==> src/sv/caldc_pkg.sv <==
// Shared types, constants and calendar helper functions for the date completion pipeline.
// Used by every module of the block; depends on nothing.

package caldc_pkg;

    // Years are carried as year minus 1900. A bias of 21 full 400-year cycles
    // keeps every biased year positive before the reduction modulo 400.
    localparam int YEAR_BASE   = 1900;
    localparam int CYCLE_YEARS = 400;
    localparam int YEAR_BIAS   = YEAR_BASE + 21 * CYCLE_YEARS;
    localparam int BIAS_W      = 15;

    // floor(v / 400) = (v * DIV_MUL) >> DIV_SHIFT, exact for v below 43690.
    localparam int DIV_MUL   = 20972;
    localparam int DIV_SHIFT = 23;
    localparam int QUOT_W    = 6;

    // Bit positions of the presence mask.
    localparam int KB_YEAR = 0;
    localparam int KB_MON  = 1;
    localparam int KB_YDAY = 2;
    localparam int KB_MDAY = 3;
    localparam int KB_WDAY = 4;

    localparam logic [4:0] MASK_ALL    = 5'b11111;
    localparam logic [2:0] WDAY_SUNDAY = 3'd0;
    localparam logic [2:0] WDAY_WRAP   = 3'd7;
    localparam logic [3:0] MONTH_LAST  = 4'd11;
    localparam logic [8:0] DAYS_COMMON = 9'd365;
    localparam logic [8:0] DAYS_LEAP   = 9'd366;
    localparam logic [8:0] YMOD_LAST   = 9'd399;

    typedef struct packed {
        logic signed [13:0] year;
        logic [3:0]         month;
        logic [3:0]         midx;
        logic [4:0]         mday;
        logic [8:0]         yday;
        logic [2:0]         wday;
        logic [4:0]         mask;
        logic               week_given;
        logic               start_monday;
        logic [5:0]         week;
    } caldc_item_t;

    typedef struct packed {
        logic       leap;
        logic [2:0] jan1;
    } caldc_attr_t;

    typedef struct packed {
        caldc_item_t item;
        logic [8:0]  ymod;
    } caldc_s2_t;

    typedef struct packed {
        caldc_item_t item;
        caldc_attr_t cur;
        caldc_attr_t nxt;
    } caldc_s3_t;

    typedef struct packed {
        caldc_item_t item;
        logic        invalid;
        caldc_attr_t cur;
        caldc_attr_t nxt;
    } caldc_s4_t;

    typedef struct packed {
        logic signed [13:0] year;
        logic [3:0]         month;
        logic [4:0]         mday;
        logic [8:0]         yday;
        logic [2:0]         wday;
        logic [4:0]         mask;
        logic               invalid;
    } caldc_result_t;

    // First ordinal day of a month; index 12 gives the year's length.
    function automatic logic [8:0] month_start(input logic leap, input logic [3:0] idx);
        logic [8:0] base;
        unique case (idx)
            4'd0:    base = 9'd0;
            4'd1:    base = 9'd31;
            4'd2:    base = 9'd59;
            4'd3:    base = 9'd90;
            4'd4:    base = 9'd120;
            4'd5:    base = 9'd151;
            4'd6:    base = 9'd181;
            4'd7:    base = 9'd212;
            4'd8:    base = 9'd243;
            4'd9:    base = 9'd273;
            4'd10:   base = 9'd304;
            4'd11:   base = 9'd334;
            default: base = 9'd365;
        endcase
        return base + {8'd0, leap && (idx >= 4'd2)};
    endfunction

    // Remainder modulo 7 by summing octal digits, since 8 is 1 modulo 7.
    function automatic logic [2:0] mod7(input logic [9:0] x);
        logic [4:0] s;
        logic [3:0] t;
        logic [2:0] u;
        s = 5'(x[2:0]) + 5'(x[5:3]) + 5'(x[8:6]) + 5'(x[9]);
        t = 4'(s[2:0]) + 4'(s[4:3]);
        u = t[2:0] + 3'(t[3]);
        return (u == 3'd7) ? 3'd0 : u;
    endfunction

    // Leap flag and weekday of January 1 from the year modulo 400.
    function automatic caldc_attr_t year_attr(input logic [8:0] ymod);
        logic [1:0]  cent;
        logic [6:0]  rest;
        logic [9:0]  sum;
        caldc_attr_t a;
        priority if (ymod >= 9'd300)
        begin
            cent = 2'd3;
            rest = 7'(ymod - 9'd300);
        end
        else if (ymod >= 9'd200)
        begin
            cent = 2'd2;
            rest = 7'(ymod - 9'd200);
        end
        else if (ymod >= 9'd100)
        begin
            cent = 2'd1;
            rest = 7'(ymod - 9'd100);
        end
        else
        begin
            cent = 2'd0;
            rest = 7'(ymod);
        end
        a.leap = (rest[1:0] == 2'd0) && ((rest != 7'd0) || (cent == 2'd0));
        sum = 10'({~cent, 1'b0}) + 10'(rest) + 10'(rest[6:2])
            + (a.leap ? 10'd6 : 10'd0) + 10'd1;
        a.jan1 = mod7(sum);
        return a;
    endfunction

endpackage

==> src/sv/calendar_date_completion.sv <==
// Top level of the Gregorian date completion pipeline.
// Instantiates caldc_mod400, caldc_attr, caldc_ordinal and caldc_complete; uses caldc_pkg.
//
// Usage: each word on the slave stream carries a partly known date (year minus 1900,
// month, day of month, day of year, weekday) with presence bits in tuser, and
// optionally a week number. The block fills in what can be derived and returns
// exactly one word on the master stream for every word it accepts, in order.
// Words are accepted on a rising edge where tvalid and tready are both high.
// The datapath is five register stages: year modulo 400 by reciprocal multiply,
// the remainder, year attributes (leap flag, weekday of January 1), the ordinal
// day, and finally month, day of month and weekday in the output register.
// An accepted word moves through these stages in order, held by any stall, before it is offered.
// One word can enter in every cycle; throughput is one word per clock while m_axis_tready is high.
// Each stage takes a new word whenever it is empty or its successor moves, so a
// stalled receiver fills the pipeline; s_axis_tready drops only once all five
// stages hold words. Nothing is dropped or repeated under stalls.
// Reset clears every stage's valid bit; the data registers are not reset.

module calendar_date_completion import caldc_pkg::*;
(
    input  logic        clk,
    input  logic        rst_n,
    input  logic        s_axis_tvalid,
    output logic        s_axis_tready,
    // [13:0] year_since_1900, [17:14] month, [22:18] day_of_month,
    // [31:23] day_of_year, [34:32] weekday, [40:35] week_number, [47:41] zero
    input  logic [47:0] s_axis_tdata,
    // [4:0] known_mask, [5] week_given, [6] week_starts_monday
    input  logic [6:0]  s_axis_tuser,
    output logic        m_axis_tvalid,
    input  logic        m_axis_tready,
    // [13:0] year_out, [17:14] month_out, [22:18] day_of_month_out,
    // [31:23] day_of_year_out, [34:32] weekday_out, [39:35] zero
    output logic [39:0] m_axis_tdata,
    // [4:0] known_mask_out, [5] date_invalid
    output logic [5:0]  m_axis_tuser
);

    caldc_item_t   in_item;
    caldc_s2_t     s2_data;
    caldc_s3_t     s3_data;
    caldc_s4_t     s4_data;
    caldc_result_t result;
    logic          s2_valid;
    logic          s2_ready;
    logic          s3_valid;
    logic          s3_ready;
    logic          s4_valid;
    logic          s4_ready;

    // Unpack the slave word. The month index is filled in by the first stage.
    always_comb
    begin
        in_item.year         = $signed(s_axis_tdata[13:0]);
        in_item.month        = s_axis_tdata[17:14];
        in_item.midx         = s_axis_tdata[17:14];
        in_item.mday         = s_axis_tdata[22:18];
        in_item.yday         = s_axis_tdata[31:23];
        in_item.wday         = s_axis_tdata[34:32];
        in_item.week         = s_axis_tdata[40:35];
        in_item.mask         = s_axis_tuser[4:0];
        in_item.week_given   = s_axis_tuser[5];
        in_item.start_monday = s_axis_tuser[6];
    end

    caldc_mod400 u_mod400
    (
        .clk      (clk),
        .rst_n    (rst_n),
        .up_valid (s_axis_tvalid),
        .up_ready (s_axis_tready),
        .up_data  (in_item),
        .dn_valid (s2_valid),
        .dn_ready (s2_ready),
        .dn_data  (s2_data)
    );

    caldc_attr u_attr
    (
        .clk      (clk),
        .rst_n    (rst_n),
        .up_valid (s2_valid),
        .up_ready (s2_ready),
        .up_data  (s2_data),
        .dn_valid (s3_valid),
        .dn_ready (s3_ready),
        .dn_data  (s3_data)
    );

    caldc_ordinal u_ordinal
    (
        .clk      (clk),
        .rst_n    (rst_n),
        .up_valid (s3_valid),
        .up_ready (s3_ready),
        .up_data  (s3_data),
        .dn_valid (s4_valid),
        .dn_ready (s4_ready),
        .dn_data  (s4_data)
    );

    caldc_complete u_complete
    (
        .clk      (clk),
        .rst_n    (rst_n),
        .up_valid (s4_valid),
        .up_ready (s4_ready),
        .up_data  (s4_data),
        .dn_valid (m_axis_tvalid),
        .dn_ready (m_axis_tready),
        .dn_data  (result)
    );

    // Pack the master word.
    assign m_axis_tdata = {5'd0, result.wday, result.yday, result.mday, result.month,
                           result.year};
    assign m_axis_tuser = {result.invalid, result.mask};

    // The input side can only be held off by a full pipeline behind a stalled receiver.
    assert property (@(posedge clk) disable iff (!rst_n)
        !s_axis_tready |-> (m_axis_tvalid && !m_axis_tready))
        else $error("input stalled without an output stall");

    // A failed derivation means the year was known and the day of year was not.
    assert property (@(posedge clk) disable iff (!rst_n)
        (m_axis_tvalid && m_axis_tuser[5]) |->
            (m_axis_tuser[KB_YEAR] && !m_axis_tuser[KB_YDAY]))
        else $error("invalid date with inconsistent presence bits");

    // Once year and day of year are known, every field must have been completed.
    assert property (@(posedge clk) disable iff (!rst_n)
        (m_axis_tvalid && !m_axis_tuser[5] && m_axis_tuser[KB_YEAR] && m_axis_tuser[KB_YDAY])
            |-> (m_axis_tuser[4:0] == MASK_ALL))
        else $error("completed date missing fields");

    // The weekday code for Sunday is always folded to zero.
    assert property (@(posedge clk) disable iff (!rst_n)
        m_axis_tvalid |-> (m_axis_tdata[34:32] != WDAY_WRAP))
        else $error("weekday code seven on output");

endmodule

==> src/sv/caldc_mod400.sv <==
// First two pipeline stages: reduce the full year modulo 400.
// Stage one multiplies by a reciprocal, stage two subtracts; depends on caldc_pkg.

module caldc_mod400 import caldc_pkg::*;
(
    input  logic        clk,
    input  logic        rst_n,
    input  logic        up_valid,
    output logic        up_ready,
    input  caldc_item_t up_data,
    output logic        dn_valid,
    input  logic        dn_ready,
    output caldc_s2_t   dn_data
);

    logic              s1_valid_reg;
    caldc_item_t       s1_item_reg;
    logic [BIAS_W-1:0] s1_bias_reg;
    logic [QUOT_W-1:0] s1_quot_reg;
    logic              s2_valid_reg;
    caldc_s2_t         s2_reg;

    caldc_item_t       s1_item_next;
    logic [15:0]       bias_sum;
    logic [BIAS_W-1:0] s1_bias_next;
    logic [29:0]       product;
    logic [QUOT_W-1:0] s1_quot_next;
    logic [BIAS_W-1:0] quot_times;
    logic [BIAS_W-1:0] rem_full;
    caldc_s2_t         s2_next;
    logic              s1_ready;
    logic              s2_ready;

    assign s2_ready = !s2_valid_reg || dn_ready;
    assign s1_ready = !s1_valid_reg || s2_ready;
    assign up_ready = s1_ready;

    // A weekday code of 7 means Sunday; a month past December indexes December.
    always_comb
    begin
        s1_item_next = up_data;
        if (up_data.wday == WDAY_WRAP)
            s1_item_next.wday = WDAY_SUNDAY;
        s1_item_next.midx = (up_data.month > MONTH_LAST) ? MONTH_LAST : up_data.month;
        bias_sum     = {{2{up_data.year[13]}}, up_data.year} + 16'(YEAR_BIAS);
        s1_bias_next = bias_sum[BIAS_W-1:0];
        product      = 30'(s1_bias_next) * 30'(DIV_MUL);
        s1_quot_next = product[DIV_SHIFT +: QUOT_W];
    end

    always_comb
    begin
        quot_times   = BIAS_W'(s1_quot_reg) * BIAS_W'(CYCLE_YEARS);
        rem_full     = s1_bias_reg - quot_times;
        s2_next.item = s1_item_reg;
        s2_next.ymod = rem_full[8:0];
    end

    always_ff @(posedge clk or negedge rst_n)
    begin
        if (!rst_n)
        begin
            s1_valid_reg <= 1'b0;
            s2_valid_reg <= 1'b0;
        end
        else
        begin
            if (s1_ready)
                s1_valid_reg <= up_valid;
            if (s2_ready)
                s2_valid_reg <= s1_valid_reg;
        end
    end

    always_ff @(posedge clk)
    begin
        if (s1_ready && up_valid)
        begin
            s1_item_reg <= s1_item_next;
            s1_bias_reg <= s1_bias_next;
            s1_quot_reg <= s1_quot_next;
        end
        if (s2_ready && s1_valid_reg)
            s2_reg <= s2_next;
    end

    assign dn_valid = s2_valid_reg;
    assign dn_data  = s2_reg;

endmodule

==> src/sv/caldc_attr.sv <==
// Third pipeline stage: leap flag and weekday of January 1 for the year and the next year.
// Depends on caldc_pkg.

module caldc_attr import caldc_pkg::*;
(
    input  logic      clk,
    input  logic      rst_n,
    input  logic      up_valid,
    output logic      up_ready,
    input  caldc_s2_t up_data,
    output logic      dn_valid,
    input  logic      dn_ready,
    output caldc_s3_t dn_data
);

    logic       valid_reg;
    caldc_s3_t  data_reg;
    caldc_s3_t  data_next;
    logic [8:0] ymod_nxt;

    assign up_ready = !valid_reg || dn_ready;

    // The next year is needed when the ordinal day rolls past the year's end.
    always_comb
    begin
        ymod_nxt       = (up_data.ymod == YMOD_LAST) ? 9'd0 : up_data.ymod + 9'd1;
        data_next.item = up_data.item;
        data_next.cur  = year_attr(up_data.ymod);
        data_next.nxt  = year_attr(ymod_nxt);
    end

    always_ff @(posedge clk or negedge rst_n)
    begin
        if (!rst_n)
            valid_reg <= 1'b0;
        else if (up_ready)
            valid_reg <= up_valid;
    end

    always_ff @(posedge clk)
    begin
        if (up_ready && up_valid)
            data_reg <= data_next;
    end

    assign dn_valid = valid_reg;
    assign dn_data  = data_reg;

endmodule

==> src/sv/caldc_ordinal.sv <==
// Fourth pipeline stage: derive a missing day of year from month and day or from the week.
// Depends on caldc_pkg.

module caldc_ordinal import caldc_pkg::*;
(
    input  logic      clk,
    input  logic      rst_n,
    input  logic      up_valid,
    output logic      up_ready,
    input  caldc_s3_t up_data,
    output logic      dn_valid,
    input  logic      dn_ready,
    output caldc_s4_t dn_data
);

    logic        valid_reg;
    caldc_s4_t   data_reg;
    caldc_s4_t   data_next;
    caldc_item_t it;
    logic [10:0] nd_md;
    logic [10:0] nd_wk;
    logic [3:0]  off_raw;
    logic [3:0]  off;
    logic [2:0]  wd;
    logic [10:0] week7;

    assign up_ready = !valid_reg || dn_ready;

    // Both candidate ordinals are 11 bits wide; bit 10 set means negative.
    always_comb
    begin
        it      = up_data.item;
        nd_md   = 11'(month_start(up_data.cur.leap, it.midx)) + 11'(it.mday) - 11'd1;
        wd      = it.mask[KB_WDAY] ? it.wday : 3'(it.start_monday);
        off_raw = 4'd7 - 4'(up_data.cur.jan1) + 4'(it.start_monday);
        off     = (off_raw >= 4'd7) ? off_raw - 4'd7 : off_raw;
        week7   = 11'({it.week, 3'b000}) - 11'(it.week);
        nd_wk   = 11'(off) + week7 + 11'(wd) - 11'd7 - 11'(it.start_monday);

        data_next.cur     = up_data.cur;
        data_next.nxt     = up_data.nxt;
        data_next.invalid = 1'b0;
        data_next.item    = it;
        if (!it.mask[KB_YDAY] && it.mask[KB_YEAR])
        begin
            if (it.mask[KB_MON] && it.mask[KB_MDAY])
            begin
                if (nd_md[10])
                    data_next.invalid = 1'b1;
                else
                begin
                    data_next.item.yday          = nd_md[8:0];
                    data_next.item.mask[KB_YDAY] = 1'b1;
                end
            end
            else if (it.week_given)
            begin
                if (nd_wk[10])
                    data_next.invalid = 1'b1;
                else
                begin
                    data_next.item.yday          = nd_wk[8:0];
                    data_next.item.mask[KB_YDAY] = 1'b1;
                    if (!it.mask[KB_WDAY])
                    begin
                        data_next.item.wday          = 3'(it.start_monday);
                        data_next.item.mask[KB_WDAY] = 1'b1;
                    end
                end
            end
        end
    end

    always_ff @(posedge clk or negedge rst_n)
    begin
        if (!rst_n)
            valid_reg <= 1'b0;
        else if (up_ready)
            valid_reg <= up_valid;
    end

    always_ff @(posedge clk)
    begin
        if (up_ready && up_valid)
            data_reg <= data_next;
    end

    assign dn_valid = valid_reg;
    assign dn_data  = data_reg;

endmodule

==> src/sv/caldc_complete.sv <==
// Fifth pipeline stage and output register: rollover, month search, day of month, weekday.
// Depends on caldc_pkg.

module caldc_complete import caldc_pkg::*;
(
    input  logic          clk,
    input  logic          rst_n,
    input  logic          up_valid,
    output logic          up_ready,
    input  caldc_s4_t     up_data,
    output logic          dn_valid,
    input  logic          dn_ready,
    output caldc_result_t dn_data
);

    logic          valid_reg;
    caldc_result_t data_reg;
    caldc_result_t data_next;
    caldc_item_t   it;
    logic          active;
    logic          roll;
    logic [8:0]    year_len;
    logic [8:0]    yday2;
    caldc_attr_t   at;
    logic [3:0]    month_cnt;
    logic [3:0]    midx2;
    logic [8:0]    mday_full;

    assign up_ready = !valid_reg || dn_ready;

    always_comb
    begin
        it       = up_data.item;
        active   = !up_data.invalid && it.mask[KB_YDAY] && it.mask[KB_YEAR];
        year_len = up_data.cur.leap ? DAYS_LEAP : DAYS_COMMON;
        roll     = active && !it.mask[KB_MON] && (it.yday >= year_len);
        yday2    = roll ? it.yday - year_len : it.yday;
        at       = roll ? up_data.nxt : up_data.cur;

        // The month is the number of later month starts already reached.
        month_cnt = 4'd0;
        for (int k = 1; k <= 11; k++)
        begin
            if (yday2 >= month_start(at.leap, 4'(k)))
                month_cnt = month_cnt + 4'd1;
        end
        midx2     = it.mask[KB_MON] ? it.midx : month_cnt;
        mday_full = yday2 - month_start(at.leap, midx2) + 9'd1;

        data_next.year    = roll ? it.year + 14'sd1 : it.year;
        data_next.month   = (active && !it.mask[KB_MON]) ? month_cnt : it.month;
        data_next.mday    = (active && !it.mask[KB_MDAY]) ? mday_full[4:0] : it.mday;
        data_next.yday    = yday2;
        data_next.wday    = (active && !it.mask[KB_WDAY])
                          ? mod7(10'(at.jan1) + 10'(yday2)) : it.wday;
        data_next.mask    = active ? MASK_ALL : it.mask;
        data_next.invalid = up_data.invalid;
    end

    always_ff @(posedge clk or negedge rst_n)
    begin
        if (!rst_n)
            valid_reg <= 1'b0;
        else if (up_ready)
            valid_reg <= up_valid;
    end

    always_ff @(posedge clk)
    begin
        if (up_ready && up_valid)
            data_reg <= data_next;
    end

    assign dn_valid = valid_reg;
    assign dn_data  = data_reg;

endmodule
==> config.mk <==
export PLATFORM = sky130hd
export DESIGN_NAME = calendar_date_completion
export DESIGN_NICKNAME = d
export VERILOG_FILES = /design/src/sv/caldc_pkg.sv /design/src/sv/calendar_date_completion.sv /design/src/sv/caldc_mod400.sv /design/src/sv/caldc_attr.sv /design/src/sv/caldc_ordinal.sv /design/src/sv/caldc_complete.sv
export SDC_FILE = /design/constraint.sdc
export NUM_CORES = 1
export LEC_CHECK = 0
export BUFFER_PORTS_ARGS = -buffer_cell sky130_fd_sc_hd__buf_2
export CORE_MARGIN = 3
export CORE_UTILIZATION = 50
export DETAILED_ROUTE_END_ITERATION = 6
export PLACE_DENSITY = 0.71
export SYNTH_ARGS = -nofsm -noshare
export SYNTH_HDL_FRONTEND = slang
export SYNTH_SLANG_ARGS = --single-unit
==> constraint.sdc <==
create_clock -name clk -period 10.7 [get_ports clk]
set_input_delay 1.605 -clock clk [delete_from_list [all_inputs] [get_ports clk]]
set_output_delay 1.605 -clock clk [all_outputs]
set_load 0.02 [all_outputs]
==> results by group <==
Worst hold path
  • Min-delay worst type: register to register

Synth
  • Adder-cell share of the synthesized area: 23.5%
  • Post-synth EDFFs: 277
  • Asr flop ratio synth: 1.72%
  • Synth Warn #: 0
  • Synth Area in Simple Gates: 8.48%
  • Seq cells post-synth: 291
  • Main combinational cell family by area after synthesis: adder cells
  • Post-Synthesis Cell Area: 0.0205 mm^2
  • Synth top area share: 40.6%
  • Post-Synth XOR/XNOR Area: 7.09%
  • Compound-gate portion of the synthesized area: 11.6%
  • Mapped Cells: 1798
  • Post-synthesis area per instance: 11.4 um^2
  • Multiplexer share of the synthesized area: 1.60%
  • Top cells by area, synth: edfxtp_1, ha_1, fa_1
  • Count of different cell masters after synthesis: 95
  • Largest area contributor in the netlist: edfxtp_1
  • Register area share after synthesis: 42.1%
  • Top_reg_cell synth: edfxtp_1

Clocking
  • CTS Sinks: 291
  • Clock buffer depth: 3
  • H-tree levels: 1
  • Reg clk slew, reported paths: 0.06 ns
  • Clock root cell: clkbuf_16
  • Post-CTS Hold Buffers: 0
  • Worst skew pair latency: 0.58 ns
  • CTS tree: done
  • CTS buffer count: 31

Flow run
  • MaxCap Viol Count: 0

GRT
  • Wire length of the first global-routing pass: 68500 um
  • Vias in the first global route: 13585
  • Initial antenna violation count: 1
  • Largest net degree at the start of global routing: 65
  • Gr ovfl total: 0
  • GRT Util Overall: 19.2%

Floorplan
  • Top Ports: 107
  • Placeable Area: 0.0401 mm^2
  • Die Y: 208 um
  • Full die area: 0.0434 mm^2
  • Rows: 73
  • Die Wd: 208 um
  • Starting density of the core: 51.0%

Routing
  • Antenna Nets Post-Route: 0
  • 1st-pass router iterations: 5
  • 1st-iter DRT viols: 812
  • DRC viols: 0
  • Vias: 13379
  • Wirelength per Cell: 16.9 um
  • Routed WL: 41700 um
  • Routed vias/inst: 5.42

Timing
  • Tmin final: 10.12 ns
  • Max Slew Vio Count: 0
  • Max transition margin: 31.0%
  • Worst Tran Pin Value: 1.03 ns
  • Final clock period utilization by the worst path: 94.6%
  • Fmax achieved: 98.8 MHz
  • Hold Fails Final Rpt: 0
  • Setup violators final: 0
  • Clock skew: 0.0195 ns
  • Hold slack: 0.409 ns

Critical path
  • Critical path endpoint category: register
  • Crit-path max FO: 8
  • Cell family with most CP delay: compound AO/OA/AOI/OAI gates
  • Worst Path Arrival: 10.44 ns
  • Worst setup SP type: register
  • Setup CP Type: register to register
  • CP peak stage delay: 0.41 ns
  • Crit-path most repeated cell: ha_1
  • Critical-path top delay cell: fa_1
  • Crit path buffers/inverters: 5
  • Data required, critical path: 11.02 ns

Place
  • Post-DP HPWL: 32800 um
  • Port bufs: 94
  • Final Wtd Congestion: 0.916

Final layout
  • P&R area growth vs syn: 11.1%
  • Fillers: 3306
  • Ant diodes: 0
  • Max reg flops: 60
  • Layout cells sized above 1: 12.7%
  • Final net count: 2306

Outcome
  • Outcome: finished clean
==> logic make-up (layout without fill, tap and decap cells) <==
kind of cell / count (synthesis) / in the layout
buffers and inverters: 290 / 432
AO/OA/AOI/OAI: 344 / 344
XOR/XNOR: 155 / 155
AND/OR/NAND/NOR: 360 / 360
other: 1 / 5
multiplexers: 30 / 30
adder cells (fa/ha/maj): 327 / 327
flip-flops: 291 / 291
==> synthesized netlist by cell type, types with 29 or more instances <==
master / n
edfxtp_1: 277
inv_1: 243
ha_1: 232
nand2_1: 115
xnor2_1: 102
a21oi_1: 95
fa_1: 95
nor2_1: 89
o21ai_0: 52
xor2_1: 45
a21o_1: 40
clkbuf_1: 29
nand3_1: 29
==> timing repair <==
item,4_1_cts,5_1_grt
buffers inserted,0,4
resized for setup,0,18
setup endpoints to repair,0,4
==> per-stage QoR <==
stage | utilization, % | TNS (ns) | cell area, um^2 | std cells | worst slack [ns]
final | 56.7 | 0 | 22700 | 2469 | 0.580
after global routing | 56.7 | -0.0263 | 22700 | 2469 | -0.0263
after CTS | 56.4 | 0 | 22600 | 2465 | 0.122
after detailed placement | 54.0 | 0 | 21600 | 2408 | 0.163
after global placement | 54.0 | 0 | 21600 | 2408 | 0.297
after floorplan | - | 0 | 20500 | 1802 | 0.363
==> path summary, 6_finish.rpt <==
| kind | start | to | slack [ns] | cells after the start |
|---|---|---|---|---|
| hold reg to reg | u_mod400.s1_item_reg[1] | u_mod400.dn_data[10] | 0.41 | 0 |
| setup / recovery | u_ordinal.dn_data[7] | u_complete.dn_data[22] | 0.58 | 49 |
| setup reg to reg | u_ordinal.dn_data[7] | u_complete.dn_data[22] | 0.58 | 49 |
| min in group asynchronous | rst_n | u_ordinal.dn_valid | 0.84 | 1 |
| max in group asynchronous | rst_n | u_mod400.dn_valid | 9.73 | 1 |
| hold / removal | u_mod400.s1_item_reg[1] | u_mod400.dn_data[10] | 0.41 | 0 |
==> routing by layer <==
layer,share of wire (%),track usage [%],up-vias
li1,-,-,6545
met1,45,27.1,6443
met2,47,32.4,326
met3,4.9,2.08,65
met4,2.2,4.21,0
met5,0,0,-
==> placed cells by master, fill, tap and decap left out, types with 10 or more instances in the layout <==
cell type / n
a21boi_0: 12
ha_1: 231
nor3_1: 24
clkbuf_16: 31
mux2i_1: 20
buf_4: 34
nor2b_1: 15
nand3_1: 29
nand2_1: 115
o21ai_0: 50
xnor2_1: 102
a21oi_1: 95
o211ai_1: 10
a31oi_1: 10
xor2_1: 45
a21o_1: 40
inv_1: 241
nor2_1: 87
o21bai_1: 12
nand2b_1: 19
edfxtp_1: 277
and3_1: 12
fa_1: 95
buf_2: 94
==> final cells by class <==
class / instances / area [um^2] / share of cell area, %
clock buffers: 37 / 798 / 3.51
clock inverters: 20 / 196 / 0.864
inverters: 247 / 927 / 4.08
multi-input cells: 1221 / 10800 / 47.5
flip-flops and latches: 291 / 8620 / 37.9
well taps: 525 / 657 / 2.89
repair buffers: 128 / 726 / 3.19
Power is left out: the tool's default activity adds up to more than one toggle a clock period on the data nets, which glitch-free logic cannot reach.
